===== src/design/nmea_pkg.sv =====
package nmea_pkg;

  localparam logic [7:0] CHAR_DOLLAR = 8'h24;
  localparam logic [7:0] CHAR_COMMA  = 8'h2C;
  localparam logic [7:0] CHAR_STAR   = 8'h2A;
  localparam logic [7:0] CHAR_UPPER_A = 8'h41;
  localparam logic [7:0] CHAR_ZERO   = 8'h30;

  localparam int unsigned CFG_DATA_W = 64;
  localparam int unsigned CFG_IDX_W  = 2;

  typedef enum logic [CFG_IDX_W-1:0] {
    REG_TYPE_FILTER_ON      = 2'd0,
    REG_TYPE_PATTERN        = 2'd1,
    REG_TYPE_PATTERN_LENGTH = 2'd2,
    REG_FIELD_SPLIT_ON      = 2'd3
  } reg_idx_t;

  typedef enum logic [2:0] {
    PH_WAIT = 3'd0,
    PH_TYPE = 3'd1,
    PH_BODY = 3'd2,
    PH_CK1  = 3'd3,
    PH_CK2  = 3'd4
  } phase_t;

  typedef struct packed {
    logic [7:0] rx_byte;
  } in_beat_t;

  typedef struct packed {
    logic [7:0] echo_byte;
    logic       in_sentence;
    logic [5:0] field_number;
    logic       field_closed;
    logic       sentence_good;
    logic       sentence_dropped;
    logic [5:0] fields_found;
    logic [7:0] running_check;
  } out_beat_t;

  // Uppercase-only hex digit; anything else wraps modulo 256.
  function automatic logic [7:0] hex_value(input logic [7:0] c);
    if (c < CHAR_UPPER_A) begin
      return c - CHAR_ZERO;
    end
    return c - CHAR_UPPER_A + 8'd10;
  endfunction

endpackage


===== src/design/nmea_in_if.sv =====
interface nmea_in_if;
  logic              valid;
  logic              ready;
  logic [7:0]        rx_byte;

  modport source (output valid, output rx_byte, input ready);
  modport sink (input valid, input rx_byte, output ready);
endinterface


===== src/design/nmea_out_if.sv =====
interface nmea_out_if;
  logic                 valid;
  logic                 ready;
  nmea_pkg::out_beat_t  data;

  modport source (output valid, output data, input ready);
  modport sink (input valid, input data, output ready);
endinterface


===== src/design/nmea_sentence_parser.sv =====
// NMEA sentence parser with XOR checksum.
// The in_ch channel carries one received character per beat. The out_ch
// channel returns exactly one result beat per input beat, in order: the echoed
// byte, sentence and field markers, good or dropped flags, the field count and
// the running XOR of the sentence body.
// A byte accepted at one edge appears on out_ch right after that edge.
// Throughput is one byte per cycle unless out_ch stalls, set by the single
// result register; the parse state updates in the same cycle that a byte is
// accepted. When out_ch stalls with a result held, in_ch.ready drops until
// the result is taken; in the cycle it is taken a new byte can be accepted.
// The cfg_we, cfg_index and cfg_wdata port writes one register per edge and
// should be used only while no byte is in flight.
// Reset (rst_n low, synchronous) empties the result register, puts the parser
// in the state waiting for a dollar sign, clears the sums and counters and
// loads the register defaults: filter off, pattern zero, pattern length five,
// field splitting on.
module nmea_sentence_parser #(
  parameter int unsigned MAX_FIELDS    = 32,
  parameter int unsigned PATTERN_CHARS = 8
) (
  input  logic                                clk,
  input  logic                                rst_n,
  nmea_in_if.sink                             in_ch,
  nmea_out_if.source                          out_ch,
  input  logic                                cfg_we,
  input  logic [nmea_pkg::CFG_IDX_W-1:0]      cfg_index,
  input  logic [nmea_pkg::CFG_DATA_W-1:0]     cfg_wdata
);

  localparam logic [5:0] TALLY_MAX   = 6'(MAX_FIELDS);
  localparam logic [3:0] PAT_LEN_MAX = 4'(PATTERN_CHARS);
  localparam logic [3:0] POS_MAX     = 4'd15;

  logic                 type_filter_on_r;
  logic [63:0]          type_pattern_r;
  logic [3:0]           type_pattern_length_r;
  logic                 field_split_on_r;

  nmea_pkg::phase_t     phase_r, phase_nxt;
  logic [7:0]           xor_sum_r, xor_sum_nxt;
  logic [7:0]           received_sum_r, received_sum_nxt;
  logic [3:0]           type_pos_r, type_pos_nxt;
  logic [5:0]           field_tally_r, field_tally_nxt;

  logic                 out_valid_r;
  nmea_pkg::out_beat_t  out_data_r, out_data_nxt;

  logic                 in_fire;
  logic [7:0]           c;
  logic                 is_dollar, is_comma, is_star, is_closer;
  logic                 in_text;
  logic [3:0]           pat_len;
  logic [7:0]           pat_char;
  logic                 type_ok;
  logic [7:0]           hex_c;
  logic [7:0]           ck_full;
  logic                 ck_match;

  assign in_ch.ready  = !out_valid_r || out_ch.ready;
  assign in_fire      = in_ch.valid && in_ch.ready;
  assign out_ch.valid = out_valid_r;
  assign out_ch.data  = out_data_r;

  assign c         = in_ch.rx_byte;
  assign is_dollar = (c == nmea_pkg::CHAR_DOLLAR);
  assign is_comma  = (c == nmea_pkg::CHAR_COMMA);
  assign is_star   = (c == nmea_pkg::CHAR_STAR);
  assign is_closer = is_comma || is_star;
  assign in_text   = (phase_r == nmea_pkg::PH_TYPE) || (phase_r == nmea_pkg::PH_BODY);

  assign pat_len  = (type_pattern_length_r > PAT_LEN_MAX) ? PAT_LEN_MAX
                                                           : type_pattern_length_r;
  assign pat_char = type_pattern_r[{type_pos_r[2:0], 3'b000} +: 8];

  always_comb begin
    type_ok = 1'b1;
    if ((phase_r == nmea_pkg::PH_TYPE) && type_filter_on_r) begin
      if (type_pos_r < pat_len) begin
        type_ok = !is_comma && (c == pat_char);
      end else begin
        type_ok = is_comma;
      end
    end
  end

  assign hex_c    = nmea_pkg::hex_value(c);
  assign ck_full  = received_sum_r | hex_c;
  assign ck_match = (ck_full == xor_sum_r);

  always_comb begin
    phase_nxt        = phase_r;
    xor_sum_nxt      = xor_sum_r;
    received_sum_nxt = received_sum_r;
    type_pos_nxt     = type_pos_r;
    field_tally_nxt  = field_tally_r;
    if (is_dollar) begin
      phase_nxt       = nmea_pkg::PH_TYPE;
      xor_sum_nxt     = 8'd0;
      field_tally_nxt = 6'd0;
      type_pos_nxt    = 4'd0;
    end else if (in_text) begin
      if (!type_ok) begin
        phase_nxt = nmea_pkg::PH_WAIT;
      end else begin
        if ((phase_r == nmea_pkg::PH_TYPE) && (type_pos_r < POS_MAX)) begin
          type_pos_nxt = type_pos_r + 4'd1;
        end
        if (!is_star) begin
          xor_sum_nxt = xor_sum_r ^ c;
        end
        if (is_comma) begin
          phase_nxt = nmea_pkg::PH_BODY;
        end else if (is_star) begin
          phase_nxt = nmea_pkg::PH_CK1;
        end
        if (is_closer && field_split_on_r && (field_tally_r < TALLY_MAX)) begin
          field_tally_nxt = field_tally_r + 6'd1;
        end
      end
    end else begin
      case (phase_r)
        nmea_pkg::PH_CK1: begin
          received_sum_nxt = {hex_c[3:0], 4'b0000};
          phase_nxt        = nmea_pkg::PH_CK2;
        end
        nmea_pkg::PH_CK2: begin
          received_sum_nxt = ck_full;
          phase_nxt        = nmea_pkg::PH_WAIT;
        end
        default: begin
          phase_nxt = nmea_pkg::PH_WAIT;
        end
      endcase
    end
  end

  always_comb begin
    out_data_nxt                  = '0;
    out_data_nxt.echo_byte        = c;
    out_data_nxt.fields_found     = field_tally_nxt;
    out_data_nxt.running_check    = xor_sum_nxt;
    if (is_dollar) begin
      out_data_nxt.in_sentence      = 1'b1;
      out_data_nxt.sentence_dropped = (phase_r != nmea_pkg::PH_WAIT);
    end else if (in_text) begin
      if (!type_ok) begin
        out_data_nxt.sentence_dropped = 1'b1;
      end else begin
        out_data_nxt.in_sentence  = 1'b1;
        out_data_nxt.field_number = field_split_on_r ? field_tally_r : 6'd0;
        out_data_nxt.field_closed = is_closer && field_split_on_r;
      end
    end else begin
      case (phase_r)
        nmea_pkg::PH_CK1: begin
          out_data_nxt.in_sentence  = 1'b1;
          out_data_nxt.field_number = field_tally_r;
        end
        nmea_pkg::PH_CK2: begin
          out_data_nxt.in_sentence      = 1'b1;
          out_data_nxt.field_number     = field_tally_r;
          out_data_nxt.sentence_good    = ck_match;
          out_data_nxt.sentence_dropped = !ck_match;
        end
        default: begin
          out_data_nxt.in_sentence = 1'b0;
        end
      endcase
    end
  end

  always_ff @(posedge clk) begin
    if (!rst_n) begin
      type_filter_on_r      <= 1'b0;
      type_pattern_r        <= 64'd0;
      type_pattern_length_r <= 4'd5;
      field_split_on_r      <= 1'b1;
    end else if (cfg_we) begin
      case (nmea_pkg::reg_idx_t'(cfg_index))
        nmea_pkg::REG_TYPE_FILTER_ON:      type_filter_on_r      <= cfg_wdata[0];
        nmea_pkg::REG_TYPE_PATTERN:        type_pattern_r        <= cfg_wdata;
        nmea_pkg::REG_TYPE_PATTERN_LENGTH: type_pattern_length_r <= cfg_wdata[3:0];
        nmea_pkg::REG_FIELD_SPLIT_ON:      field_split_on_r      <= cfg_wdata[0];
        default: begin
          type_filter_on_r <= type_filter_on_r;
        end
      endcase
    end
  end

  always_ff @(posedge clk) begin
    if (!rst_n) begin
      phase_r        <= nmea_pkg::PH_WAIT;
      xor_sum_r      <= 8'd0;
      received_sum_r <= 8'd0;
      type_pos_r     <= 4'd0;
      field_tally_r  <= 6'd0;
      out_valid_r    <= 1'b0;
    end else begin
      if (in_fire) begin
        phase_r        <= phase_nxt;
        xor_sum_r      <= xor_sum_nxt;
        received_sum_r <= received_sum_nxt;
        type_pos_r     <= type_pos_nxt;
        field_tally_r  <= field_tally_nxt;
        out_valid_r    <= 1'b1;
      end else if (out_ch.ready) begin
        out_valid_r <= 1'b0;
      end
    end
  end

  always_ff @(posedge clk) begin
    if (in_fire) begin
      out_data_r <= out_data_nxt;
    end
  end

  a_stall_only_when_full: assert property (@(posedge clk) disable iff (!rst_n)
    !in_ch.ready |-> (out_valid_r && !out_ch.ready))
    else $error("input stalled while the result register could take a beat");

  a_dollar_opens: assert property (@(posedge clk) disable iff (!rst_n)
    (in_fire && (in_ch.rx_byte == nmea_pkg::CHAR_DOLLAR)) |=>
      ((phase_r == nmea_pkg::PH_TYPE) && (xor_sum_r == 8'd0) && (field_tally_r == 6'd0)))
    else $error("dollar did not open a fresh sentence");

  a_verdict_ends: assert property (@(posedge clk) disable iff (!rst_n)
    (in_fire && out_data_nxt.sentence_good) |=>
      ((phase_r == nmea_pkg::PH_WAIT) && out_valid_r && out_ch.data.sentence_good))
    else $error("good sentence did not return to waiting");

  a_tally_bound: assert property (@(posedge clk) disable iff (!rst_n)
    in_fire |=> (field_tally_r <= TALLY_MAX) && (out_ch.data.fields_found == field_tally_r))
    else $error("field count out of range or not reported");

endmodule

===== src/flat_wrapper.sv =====
// flat-port wrapper written by rule: the top's interface ports become plain ports
module nmea_sentence_parser_flat 
#(
  parameter int unsigned MAX_FIELDS    = 32,
  parameter int unsigned PATTERN_CHARS = 8
)
  (clk, rst_n, cfg_we, cfg_index, cfg_wdata, in_ch_valid, in_ch_rx_byte, in_ch_ready, out_ch_valid, out_ch_data, out_ch_ready);
  nmea_in_if in_ch_i ();
  nmea_out_if out_ch_i ();
  input  logic clk;
  input  logic rst_n;
  input  logic cfg_we;
  input  logic [nmea_pkg::CFG_IDX_W-1:0] cfg_index;
  input  logic [nmea_pkg::CFG_DATA_W-1:0] cfg_wdata;
  input wire logic [$bits(in_ch_i.valid)-1:0] in_ch_valid;
  input wire logic [$bits(in_ch_i.rx_byte)-1:0] in_ch_rx_byte;
  output wire logic [$bits(in_ch_i.ready)-1:0] in_ch_ready;
  output wire logic [$bits(out_ch_i.valid)-1:0] out_ch_valid;
  output wire logic [$bits(out_ch_i.data)-1:0] out_ch_data;
  input wire logic [$bits(out_ch_i.ready)-1:0] out_ch_ready;
  assign in_ch_i.valid = in_ch_valid;
  assign in_ch_i.rx_byte = in_ch_rx_byte;
  assign in_ch_ready = in_ch_i.ready;
  assign out_ch_valid = out_ch_i.valid;
  assign out_ch_data = out_ch_i.data;
  assign out_ch_i.ready = out_ch_ready;
  nmea_sentence_parser #(.MAX_FIELDS(MAX_FIELDS), .PATTERN_CHARS(PATTERN_CHARS)) u_core (.clk(clk), .rst_n(rst_n), .in_ch(in_ch_i), .out_ch(out_ch_i), .cfg_we(cfg_we), .cfg_index(cfg_index), .cfg_wdata(cfg_wdata));
endmodule

===== config.mk =====
export PLATFORM = sky130hd
export DESIGN_NAME = nmea_sentence_parser_flat
export DESIGN_NICKNAME = d
export VERILOG_FILES = /design/src/design/nmea_pkg.sv /design/src/design/nmea_in_if.sv /design/src/design/nmea_out_if.sv /design/src/design/nmea_sentence_parser.sv /design/src/flat_wrapper.sv
export SDC_FILE = /design/constraint.sdc
export NUM_CORES = 1
export LEC_CHECK = 0
export ABC_AREA = 1
export BUFFER_PORTS_ARGS = -buffer_cell sky130_fd_sc_hd__buf_2
export CORE_AREA = 3 3 166 168
export CTS_CLUSTER_DIAMETER = 30
export DETAILED_ROUTE_END_ITERATION = 7
export DIE_AREA = 0 0 169 171
export PLACE_DENSITY = 0.48
export SLEW_MARGIN = 25
export SYNTH_ARGS = -nofsm -noshare
export SYNTH_HDL_FRONTEND = slang
export SYNTH_SLANG_ARGS = --single-unit

===== constraint.sdc =====
create_clock -name clk -period 2.76 [get_ports clk]
set_input_delay 0.276 -clock clk [delete_from_list [all_inputs] [get_ports clk]]
set_output_delay 0.276 -clock clk [all_outputs]
set_load 0.01 [all_outputs]

==> results.txt, run 1 <==
- For the pin with the worst max-slew slack, the measured transition is 0.600 ns.
- In this run the power density over the cells is 643 nW/µm².
- CTS sink count: 132
* Part of the Yosys area used for sequential elements: 0.453
- Before antenna repair, the detailed router went through 5 iterations.
- Buffer and inverter count on the worst path: 2
- Number of antenna diodes: 0
- Post-synthesis instance area: 6540 µm²
- Setup fix buffers added after clock tree synthesis: 0
* Core Area: 26100 µm²
- Clock latency on the worst-skew pair, taken at its later pin, is 0.42 ns.
- Worst min-delay path category: input pin to flip-flop
* Final net count: 1081
* Sort of element at the start of the critical path: flip-flop
- Via count of the first global-routing pass: 5884
* Power Total: 5.22 mW
* Crit path setup slack, layout: 0.381 ns
- After detailed routing, the number of remaining DRC violations is 0.
* Count of input and output buffers: 112
- The signal on the critical path passes through nor3_1 > o21ai_0 > ha_1 > a21oi_1 > o21ai_0 > a21oi_1 > nand2_4 > buf_12 > nand3_1 > nand2_1 > nand3_1 > inv_1.
* Commonest cells after routing, fill and taps aside: sky130_fd_sc_hd__nand2_1, sky130_fd_sc_hd__buf_2, sky130_fd_sc_hd__inv_1
* Number of top-level pins: 113
- In this run, post-CTS repair resized a total of 0 instances.
- In the final layout, the share of cells above drive strength 1 is 0.187.
* Worst-case vdd ir drop: 0.295 mV
- For this configuration, the core starts out at a cell density of 0.251.
- The initial antenna violation count is 0.
* Sum of net half-perimeters after detailed placement: 13700 µm
- In this run the horizontal extent of the chip is 169 µm.
* YS warnings: 0
- Across every metal layer, demand over resource in global routing totals 0.132.
* Critical Path Sink Type: flip-flop
* Global route total overflow: 0
- Gate count after technology mapping: 881
- The first global-routing pass estimated 30600 µm of wire.
- In the finished design, the share of the clock period the worst path needs comes to 0.862.
* Maximum number of buffers from clock root to sink: 2
- Highest Clock Rate: 0.420 GHz
- Nets in the synthesized netlist: 972
- Entering global routing, the biggest net connects 88 pins.
- The area growth from synthesis to layout is 24.2%.
* Utilization after layout: 0.312
* Die Height: 171 µm
- Overall routed net length: 18700 µm
- Critical Path Slowest Stage Cell: sky130_fd_sc_hd__dfxtp_1
- FP Rows: 59
- Clock tree synthesis inserted a total of 17 buffers.
- Post-synthesis register bit count: 132
* Total negative slack for setup checks: 0 ns
* Post-Route Skew: 0.00674 ns
- Summed over all cells, the static leakage comes to 3.60 nW.
- The number of pins with negative max-slew slack in the final report is 0.
- On the worst path, the slowest cell contributes a delay of 0.33 ns.
* Max-cap violation count: 0
* Routability-driven placement congestion ratio: 0.802
* Finish-stage setup viols: 0
- Arrival time reported for the critical path endpoint: 2.55 ns
- Data on the critical path is required at its endpoint by 2.93 ns.
* Total count of hold-check failures in the final report: 0
- Clock tree from TritonCTS: done
- Average wire length per cell after detail routing: 14.0 µm
- Die ar.: 28900 µm²
- Root buffer selected by CTS: sky130_fd_sc_hd__clkbuf_16
- Via/cell ratio: 4.49
* Most common cell after layout, fill and taps aside: sky130_fd_sc_hd__nand2_1
- Clock transition at path regs: 0.06 ns
- After synthesis, the netlist uses 35 different library cells.
- The routed design could run at a clock period as short as 2.38 ns.
- Relative slew margins: 0.600
- In this run the remaining antenna-violating nets after routing total 0.
- For this block, the initial DRC count from the detailed router was 372.
- Along the worst path, the maximum fanout reaches 17.
- In this run, post-CTS hold repair placed 0 buffers.
- Kind of cell adding the most delay to the critical path: compound AO/OA/AOI/OAI gates
- Setup repair after global routing left no endpoint under its margin.
- The worst setup path is of the flip-flop to flip-flop kind.
* Status: finished clean
- In this run the number of H-tree levels came out at 4.
- The detailed router placed 6006 vias in this run.
- In this run the mean area of a mapped cell was 7.42 µm².
- Pre-CTS setup slack: 0.229 ns
==> logic make-up after synthesis <==
kind of cell	count (synthesis)	share of synthesized area
AOI/OAI and AO/OA	185	0.147
and+or+nand+nor	384	0.261
buffers and inverters	157	0.101
xor gates and xnor gates	11	0.0147
adders and majority gates	12	0.0230
DFF	132	0.453
==> per-layer routing <==
layer  vias to the layer above  routed length (µm)  GRT usage
li1                       3126                   -          -
met1                      2728                9400      0.184
met2                       139                8250      0.204
met3                        13                 827     0.0312
met4                         0                 193     0.0367
met5                         -                   0          0
==> final cells by class <==
class,instances,area (µm²)
clock buffer,20,467
clock inverter,11,149
fill,2850,17900
inverter,112,423
multi-input combinational,592,2910
sequential,132,2960
tap,335,419
timing repair buffer,135,783
==> where the power goes <==
part	total, mW	switching, mW	internal [mW]
combinational	0.689	0.444	0.245
sequential	2.16	0.0511	2.11
clock	2.37	0.874	1.49
total	5.22	1.37	3.85
==> worst min-delay path: cells and delay by family <==
family | cells | cell delay, ns
AND/OR/NAND/NOR | 2 | 0.11
buffers and inverters | 1 | 0.07
==> path summary, 6_finish.rpt <==
kind,to,cells after the start,slack [ns],start
hold / removal,u_core.type_pattern_r[7],3,0.08,cfg_wdata[7]
hold reg to reg,u_core.type_pattern_r[45],2,0.45,u_core.type_pattern_r[45]
setup / recovery,u_core.out_ch.data[5],12,0.38,u_core.type_pattern_length_r[0]
setup reg to reg,u_core.out_ch.data[5],12,0.38,u_core.type_pattern_length_r[0]
==> cells in the mapped netlist <==
library cell               count  area [µm²]
sky130_fd_sc_hd__o211ai_1      3        22.5
sky130_fd_sc_hd__buf_2         7        35.0
sky130_fd_sc_hd__nor2_1       91         342
sky130_fd_sc_hd__nor2_2        2        12.5
sky130_fd_sc_hd__nand2_1     150         563
sky130_fd_sc_hd__o21ai_1       5        25.0
sky130_fd_sc_hd__nand4_1      19         119
sky130_fd_sc_hd__inv_1       110         413
sky130_fd_sc_hd__nand2_2       4        25.0
sky130_fd_sc_hd__dfxtp_1     100        2000
sky130_fd_sc_hd__inv_4         1        6.26
sky130_fd_sc_hd__xnor2_1       2        17.5
sky130_fd_sc_hd__inv_2         1        3.75
sky130_fd_sc_hd__ha_1         12         150
sky130_fd_sc_hd__xor2_1        9        78.8
sky130_fd_sc_hd__a21oi_1      74         370
sky130_fd_sc_hd__nor3_1       15        75.1
sky130_fd_sc_hd__clkbuf_1     28         105
sky130_fd_sc_hd__o21ai_0      91         455
sky130_fd_sc_hd__edfxtp_1     32         961
sky130_fd_sc_hd__nand3_2       4        40.0
sky130_fd_sc_hd__o21a_1        1        7.51
sky130_fd_sc_hd__buf_6         5        56.3
sky130_fd_sc_hd__nor3_2        1        10.0
sky130_fd_sc_hd__a211oi_1      4        30.0
sky130_fd_sc_hd__o31ai_1       1        7.51
sky130_fd_sc_hd__nor4_1        4        25.0
sky130_fd_sc_hd__a21oi_2       3        26.3
sky130_fd_sc_hd__buf_8         1        15.0
sky130_fd_sc_hd__buf_4         3        22.5
sky130_fd_sc_hd__nand2_4       2        22.5
sky130_fd_sc_hd__nand3b_1      4        30.0
sky130_fd_sc_hd__buf_1         1        3.75
sky130_fd_sc_hd__nand3_1      88         440
sky130_fd_sc_hd__a31oi_1       3        18.8
==> state kept, by name, indices dropped and copies added, names as in the netlist, 3 cells and up <==
signal,flops
u_core.xor_sum_r,8
u_core.phase_r,3
u_core.type_pattern_length_r,4
u_core.out_ch.data,32
u_core.field_tally_r,6
u_core.received_sum_r,8
u_core.type_pattern_r,64
u_core.type_pos_r,4
==> stage by stage <==
stage	area, µm²	cells	hold WS [ns]
6_report	8120	1337	0.0797
5_1_grt	8120	1337	0.0863
4_1_cts	8120	1337	0.0634
3_5_place_dp	7500	1306	0.447
3_3_place_gp	7500	1306	0.441
2_1_floorplan	6540	881	0.375
No activity file was read; power rests on OpenSTA's default activity.
==> run 2: changes to the inputs <==
Settings changed: HOLD_SLACK_MARGIN from default to 0.12, SETUP_SLACK_MARGIN from default to 0.2.
==> run 2 against run 1 <==
Register-to-register slack gained 0.12 ns. First-iteration DRC count rose by 20%. Routed wire length rose by 1.6%. Cell count is 1.7% higher. Sequential share of layout area is 1.1 points lower. Combinational power up 3.9%. Via count increased by 2.0%. Die area unchanged. Global-route usage increased by 0.083 points. Power grew 0.56%. Clock power barely moved. Critical endpoint is now u_core.out_ch.data[8]. Largest power group unchanged. Highest routed layer unchanged.
==> results.txt, run 2 (same netlist as run 1, synthesis figures left out) <==
- In this run the worst hold path is classified as input pin to flip-flop.
- Register with the most flip-flops: u_core.type_pattern_r
* Pin count of the biggest net entering global routing: 88
- Critical Path Slowest Stage Cell: sky130_fd_sc_hd__dfxtp_4
- The initial antenna violation count is 0.
- Overall track demand over capacity in global routing: 0.133
- The repair_antennas step left the layout with diodes totalling 0.
* Arrival time reported for the critical path endpoint: 2.44 ns
- Clock network latency to the later pin of the worst-skew pair: 0.42 ns
- The clock passes through at most 2 buffers.
- Summing all placed instances gives a cell area of 7500 µm².
- After detailed routing, the number of vias per cell comes to 4.51.
- For this run, the slowest stage of the critical path takes 0.40 ns.
- The number of buffers and inverters on the critical path is 3.
* Largest register FFs: 64
- Across the routed clock network, the largest skew measured is 0.00877 ns.
* Clock transition at path regs: 0.06 ns
- STA classifies the critical path endpoint as a flip-flop.
- The run finished with clean final reports.
- Area used by sequential logic in the layout: 2970 µm²
- Counting the buffers created by CTS gives 17.
* Worst-case vdd ir drop: 0.294 mV
- Type of the worst setup path: flip-flop to flip-flop
- From left edge to right edge, the die measures 169 µm.
- Iter 0 DRT Violations: 448
- Routability-driven placement congestion ratio: 0.802
- Initial core utilization: 0.251
- Total negative slack for setup checks: 0 ns
- Clock tree from TritonCTS: done
- Finish-stage setup viols: 0
- FP Rows: 59
- Max-cap violation count: 0
* Transition time of the tightest slew-check pin: 0.590 ns
- Total count of hold-check failures in the final report: 0
- Share of post-route cells with drive strength above 1: 0.188
- Highest Clock Rate: 0.442 GHz
* Core Area: 26100 µm²
- In the layout the commonest cells are sky130_fd_sc_hd__nand2_1, sky130_fd_sc_hd__buf_2, sky130_fd_sc_hd__inv_1.
* Share of the clock period used by the worst path: 0.819
- Among cell families on the critical path, the largest total delay comes from simple AND/OR/NAND/NOR gates.
- CTS saw 132 sinks.
- Leaving out fill and tap cells, the most frequent cell in the layout is sky130_fd_sc_hd__nand2_1.
* Largest driver fanout on the critical path: 13
* Count of input and output buffers: 112
- STA puts the critical path data required time at 2.93 ns.
- Relative to the synthesized area, the layout overhead comes to 28.2%.
* Power density relative to cell area: 626 nW/µm²
* Overall routed net length: 19000 µm
- Headroom to the max-slew limit came out at 0.607.
* Root buffer selected by CTS: sky130_fd_sc_hd__clkbuf_16
- Cell-by-cell listing of the critical path: clkbuf_16 > nor2_1 > nor2_1 > o21ai_1 > nand3_1 > nand2_1 > nand2_1 > nand2_1 > nand3_1 > nor2_1 > nand2_2 > nand2_8 > buf_4 > nand4_1 > nand3_1 > inv_1
- Die ar.: 28900 µm²
- Area used by multi-input combinational logic: 2930 µm²
- Via count of the first global-routing pass: 5928
- After detailed routing, the number of remaining DRC violations is 0.
- Sum of net half-perimeters after detailed placement: 13700 µm
* DR pass1 iterations: 5
- The clock tree synthesis step divided the H-tree into 4 levels.
- Average wire length per cell after detail routing: 13.9 µm
- Count of nets left with antenna violations after detail routing: 0
- Number of pins exceeding their max-slew limit in the final report: 0
- After global routing the overflow that remains totals 0.
* Final net count: 1104
* Sort of element at the start of the critical path: flip-flop
- Die Height: 171 µm
- Unrepaired setup endpoints after global routing: no
- The filler cells instantiated in the layout total 2822.
- During I/O placement, the number of pins put on the boundary was 113.
- In this run the static leakage power is 3.71 nW.
- The first global-routing pass estimated 30700 µm of wire.
- Final Cell Area: 8380 µm²
* DR vias: 6128
* Min Tclk post-route: 2.26 ns
==> run 2: cell count changes in the layout (fill, tap and decap cells not counted), sizes merged <==
cell	change
buf	+3
clkbuf	+1
dlygate4sd3	+19
==> run 2: area by class of cell <==
class / instances / area share
Tap cell: 335 / 0.0500
Sequential cell: 132 / 0.354
Multi-Input combinational cell: 592 / 0.350
Inverter: 112 / 0.0511
Clock buffer: 20 / 0.0557
Clock inverter: 11 / 0.0178
Timing Repair Buffer: 158 / 0.122
==> run 2: layer usage <==
metal  part of all wire  vias to the layer above  global-route usage  wire (µm)
li1                   -                     3172                   -          -
met1               0.49                     2794               0.184       9350
met2               0.45                      146               0.208       8470
met3              0.048                       16              0.0312        918
met4              0.011                        0              0.0367        208
met5                  0                        -                   0          0
==> run 2: worst register-to-register path: cells and delay by family (launching register included) <==
family                 cells  cell delay, ns
buffers and inverters      3            0.37
AO/OA/AOI/OAI              1            0.09
flip-flops                 1            0.40
AND/OR/NAND/NOR           12            1.16
==> run 2: repair_timing <==
item	4_1_cts	5_1_grt
endpoints found under the hold margin	19	0
gates resized for setup	0	8
hold buffers	19	0
endpoints found under the setup margin	0	41
buffers inserted	0	3
==> run 2: stage by stage <==
stage | cells | utilization | power (mW) | worst slack, ns | hold WS [ns]
floorplan | 881 | - | 2.64 | 0.244 | 0.375
global placement | 1306 | 0.288 | 2.89 | 0.209 | 0.441
detailed placement | 1306 | 0.288 | 2.90 | 0.229 | 0.447
CTS | 1356 | 0.319 | 5.31 | 0.275 | 0.121
global route | 1360 | 0.322 | 5.51 | 0.202 | 0.137
finish | 1360 | 0.322 | 5.25 | 0.499 | 0.135
==> run 2: worst paths after layout <==
path | depth (start not counted) | slack [ns] | to | startpoint
worst min register to register | 2 | 0.45 | u_core.type_pattern_r[45] | u_core.type_pattern_r[45]
worst max register to register | 16 | 0.50 | u_core.out_ch.data[8] | u_core.type_pos_r[0]
worst max-delay path | 16 | 0.50 | u_core.out_ch.data[8] | u_core.type_pos_r[0]
worst min-delay path | 3 | 0.13 | u_core.type_pattern_r[6] | cfg_wdata[6]
==> run 2: power breakdown <==
part | total (mW) | internal, mW | switching [mW]
logic | 0.716 | 0.267 | 0.449
clock network | 2.37 | 1.49 | 0.876
registers | 2.16 | 2.11 | 0.0518
total | 5.25 | 3.87 | 1.38
==> run 3: changes to the inputs <==
Settings changed: ABC_AREA 1 to 0, CORE_AREA 3 3 166 168 to 3 3 164 166, DIE_AREA 0 0 169 171 to 0 0 167 169.
Clock period 2.76 ns to 2.3 ns, I/O delays scaled along.
==> run 3 against run 2 <==
The flow now finishes with violations (negative setup slack). Core utilization increased by 5.2 points. Power grew 9.9%. Setup slack lost 1.0 ns. Critical endpoint is now u_core.xor_sum_r[6]. Largest power group unchanged.
==> results.txt, run 3 <==
- Final-layout worst hold slack: 0.145 ns
* Via/cell ratio: 4.53
- Global route total overflow: 0
- Post-synthesis instance area: 6390 µm²
- For this configuration, the core starts out at a cell density of 0.248.
- In this run the worst hold path is classified as input pin to flip-flop.
- TritonCTS built the clock tree.
* Largest driver fanout on the critical path: 9
- Unrepaired setup endpoints after global routing: yes
- Part of the Yosys area used for sequential elements: 0.464
* Overall track demand over capacity in global routing: 0.145
- DR pass1 iterations: 5
- Compared with the post-synthesis result, the final layout area differs by 50.7%.
* Post-placement cell area: 7890 µm²
* Average wire length per cell after detail routing: 15.6 µm
- The Yosys step of the flow raised 0 warnings.
- CTS sink count: 132
* Iter 0 DRT Violations: 348
- For this run, the leading register cell type out of synthesis is sky130_fd_sc_hd__dfxtp_1.
- For this run, asynchronously set or reset flops after synthesis account for 0.
* Failing checks: negative setup slack
* Number of H-tree levels: 4
- Across all setup checks in the final design, the least slack found is -0.501 ns.
- In this run the tightest slew margin relative to its limit is 0.562.
- FP Rows: 59
- Gate count after technology mapping: 716
- Subtracting the final worst setup slack from the clock period gives 2.80 ns.
- Die Height: 169 µm
- Max-cap violation count: 0
- The number of pins with negative max-slew slack in the final report came to 0.
* Commonest cells after routing, fill and taps aside: sky130_fd_sc_hd__nand2_1, sky130_fd_sc_hd__buf_2, sky130_fd_sc_hd__dfxtp_1
- Total DRC errors in the routed layout: 0
- sky130_fd_sc_hd__nand2_1 is the most common cell in the netlist.
* Status: complete, but fails checks
* Sort of element at the start of the critical path: flip-flop
* Pin count of the biggest net entering global routing: 65
- The die is 167 µm wide.
- Of the cells placed in the final design, the portion with a size suffix greater than 1 is 0.311.
- Via count of the first global-routing pass: 5949
- The core region is 25800 µm².
- Arrival time reported for the critical path endpoint: 3.15 ns
- STA classifies the critical path endpoint as a flip-flop.
- Final net count: 1055
* Total count of hold-check failures in the final report: 0
* Count of nets left with antenna violations after detail routing: 0
- Number of antenna diodes: 0
- Antenna violations before repair: 0
* Number of clock buffers inserted by TritonCTS: 17
* Register with the most flip-flops: u_core.type_pattern_r
- Input and output buffers added on the ports amount to 112.
- Highest Clock Rate: 0.357 GHz
* Power density relative to cell area: 599 nW/µm²
- Post-synthesis register bit count: 132
- In this run, synthesis inferred 32 flip-flops with an integrated enable.
- The clock arrives with 0.00840 ns of skew.
* Routability-driven placement congestion ratio: 0.829
* Root buffer selected by CTS: sky130_fd_sc_hd__clkbuf_16
- Summed over all cells, the static leakage comes to 3.81 nW.
* Yosys top cell area share: 0.313
- OpenSTA, run right after detailed placement, puts the worst setup slack at -0.624 ns.
- At the later pin of the worst-skew pair, clock insertion delay measures 0.43 ns.
- Setup violations remaining at the end of the flow were counted as 43.
* Leading post-synthesis cells by instance count: sky130_fd_sc_hd__nand2_1, sky130_fd_sc_hd__dfxtp_1, sky130_fd_sc_hd__a21oi_1
- The worst hold path passes through 2 cells.
- Across the VDD grid, the largest voltage drop is 0.350 mV.
- The global routing stage identified its most utilized layer as met2.
- Nets in the synthesized netlist: 807
- The final route contains 5937 vias.
* Share of the clock period used by the worst path: 1.22
- The register with the most flip-flops in the layout has 64 of them.
- M3 GR Usage: 0.0322
* Most common cell after layout, fill and taps aside: sky130_fd_sc_hd__nand2_1
- Wires add up to 20400 µm.
- Clock transition at path regs: 0.06 ns
- A synthesized cell averages 8.92 µm².
- At the pin with the least slew margin, the transition time is 0.657 ns.
* Final Cell Area: 9620 µm²
- Dominant cell type by area after synthesis: sky130_fd_sc_hd__dfxtp_1
- Type of the worst setup path: flip-flop to flip-flop
* Maximum number of buffers from clock root to sink: 2
* Wire length of the first global-routing pass: 32100 µm
* Number of distinct library cell variants in the gate-level netlist after synthesis: 60
- For met2 alone, demand over resource in global routing was 0.235.
- Once layout is complete, the utilization of the core stands at 0.374.
* Die ar.: 28200 µm²
* Worst r2r path cells: 10
- Met1 track demand over resource: 0.194
* Number of top-level pins: 113
- Leading cell types by total area after synthesis: sky130_fd_sc_hd__dfxtp_1, sky130_fd_sc_hd__edfxtp_1, sky130_fd_sc_hd__nand2_1, sky130_fd_sc_hd__a21oi_1, sky130_fd_sc_hd__mux2i_1
* Sum of net half-perimeters after detailed placement: 14800 µm
* Data required time at the worst endpoint: 2.65 ns
run 3: cell types whose count changed in the layout (fill, tap and decap cells not counted), moves of 14 or more:
cell / change
sky130_fd_sc_hd__nor2_1: -60
sky130_fd_sc_hd__nand2_1: +16
sky130_fd_sc_hd__buf_4: +50
sky130_fd_sc_hd__mux2i_1: +31
sky130_fd_sc_hd__dlygate4sd3_1: +49
sky130_fd_sc_hd__o21ai_0: -78
sky130_fd_sc_hd__nand4_1: -14
sky130_fd_sc_hd__nand3_1: -75
sky130_fd_sc_hd__buf_6: +16
sky130_fd_sc_hd__inv_1: -98
run 3: where the power goes:
group	total (mW)	internal, mW	switching, mW
Sequential	2.48	2.44	0.0354
Clock	2.65	1.61	1.04
Combinational	0.639	0.317	0.322
Total	5.77	4.37	1.40
run 3: metrics by stage:
step / setup TNS, ns / cells / power (mW)
after detailed placement: -20.11 / 1196 / 3.05
after global routing: -20.47 / 1312 / 6.00
after floorplan: -8.01 / 716 / 2.78
after global placement: -19.65 / 1196 / 3.05
after CTS: -14.23 / 1304 / 5.83
final: -15.03 / 1312 / 5.77
run 3: kinds of logic after synthesis:
family,share of synthesized area
compound gates,0.159
mux,0.0866
simple gates,0.199
xor+xnor,0.0288
fa+ha+maj,0.0235
buf+inv,0.0400
flops,0.464
run 3: timing repair:
action                                 CTS  global route
gates cloned                             1             0
resized for setup                       37            43
pin swaps                               17            22
setup endpoints to repair               44            44
endpoints found under the hold margin   71             0
hold buffers                            68             0
setup buffers                            7             8
run 3: final cells by class:
cell class | count | area (µm²)
flip-flops and latches | 132 | 2970
repair buffers | 274 | 2110
clock buffers | 20 | 479
clock inverters | 12 | 98.8
inverters | 16 | 83.8
well taps | 335 | 419
fillers | 2615 | 16100
multi-input cells | 523 | 3470
run 3: path summary, 6_finish.rpt:
kind | start | to | slack (ns)
worst max-delay path | u_core.type_pos_r[0] | u_core.xor_sum_r[6] | -0.50
worst min-delay path | rst_n | u_core.type_pattern_length_r[2] | 0.14
worst max register to register | u_core.type_pos_r[0] | u_core.xor_sum_r[6] | -0.50
worst min register to register | u_core.type_pattern_r[27] | u_core.type_pattern_r[27] | 0.45
run 3: routing by layer:
metal / part of all wire / wire, µm
met1: 0.47 / 9620
met2: 0.47 / 9620
met5: 0 / 0
met4: 0.014 / 289
met3: 0.044 / 901
run 3: worst max-delay path, cell delays in order, from the launching register on:
cell	delay, ns
sky130_fd_sc_hd__dfxtp_4	0.39
sky130_fd_sc_hd__buf_12	0.16
sky130_fd_sc_hd__mux2i_1	0.12
sky130_fd_sc_hd__mux4_2	0.50
sky130_fd_sc_hd__xnor2_2	0.15
sky130_fd_sc_hd__o2111ai_2	0.18
sky130_fd_sc_hd__nor3_4	0.29
sky130_fd_sc_hd__o21bai_2	0.14
sky130_fd_sc_hd__buf_6	0.15
sky130_fd_sc_hd__or4_4	0.46
sky130_fd_sc_hd__a31oi_1	0.17
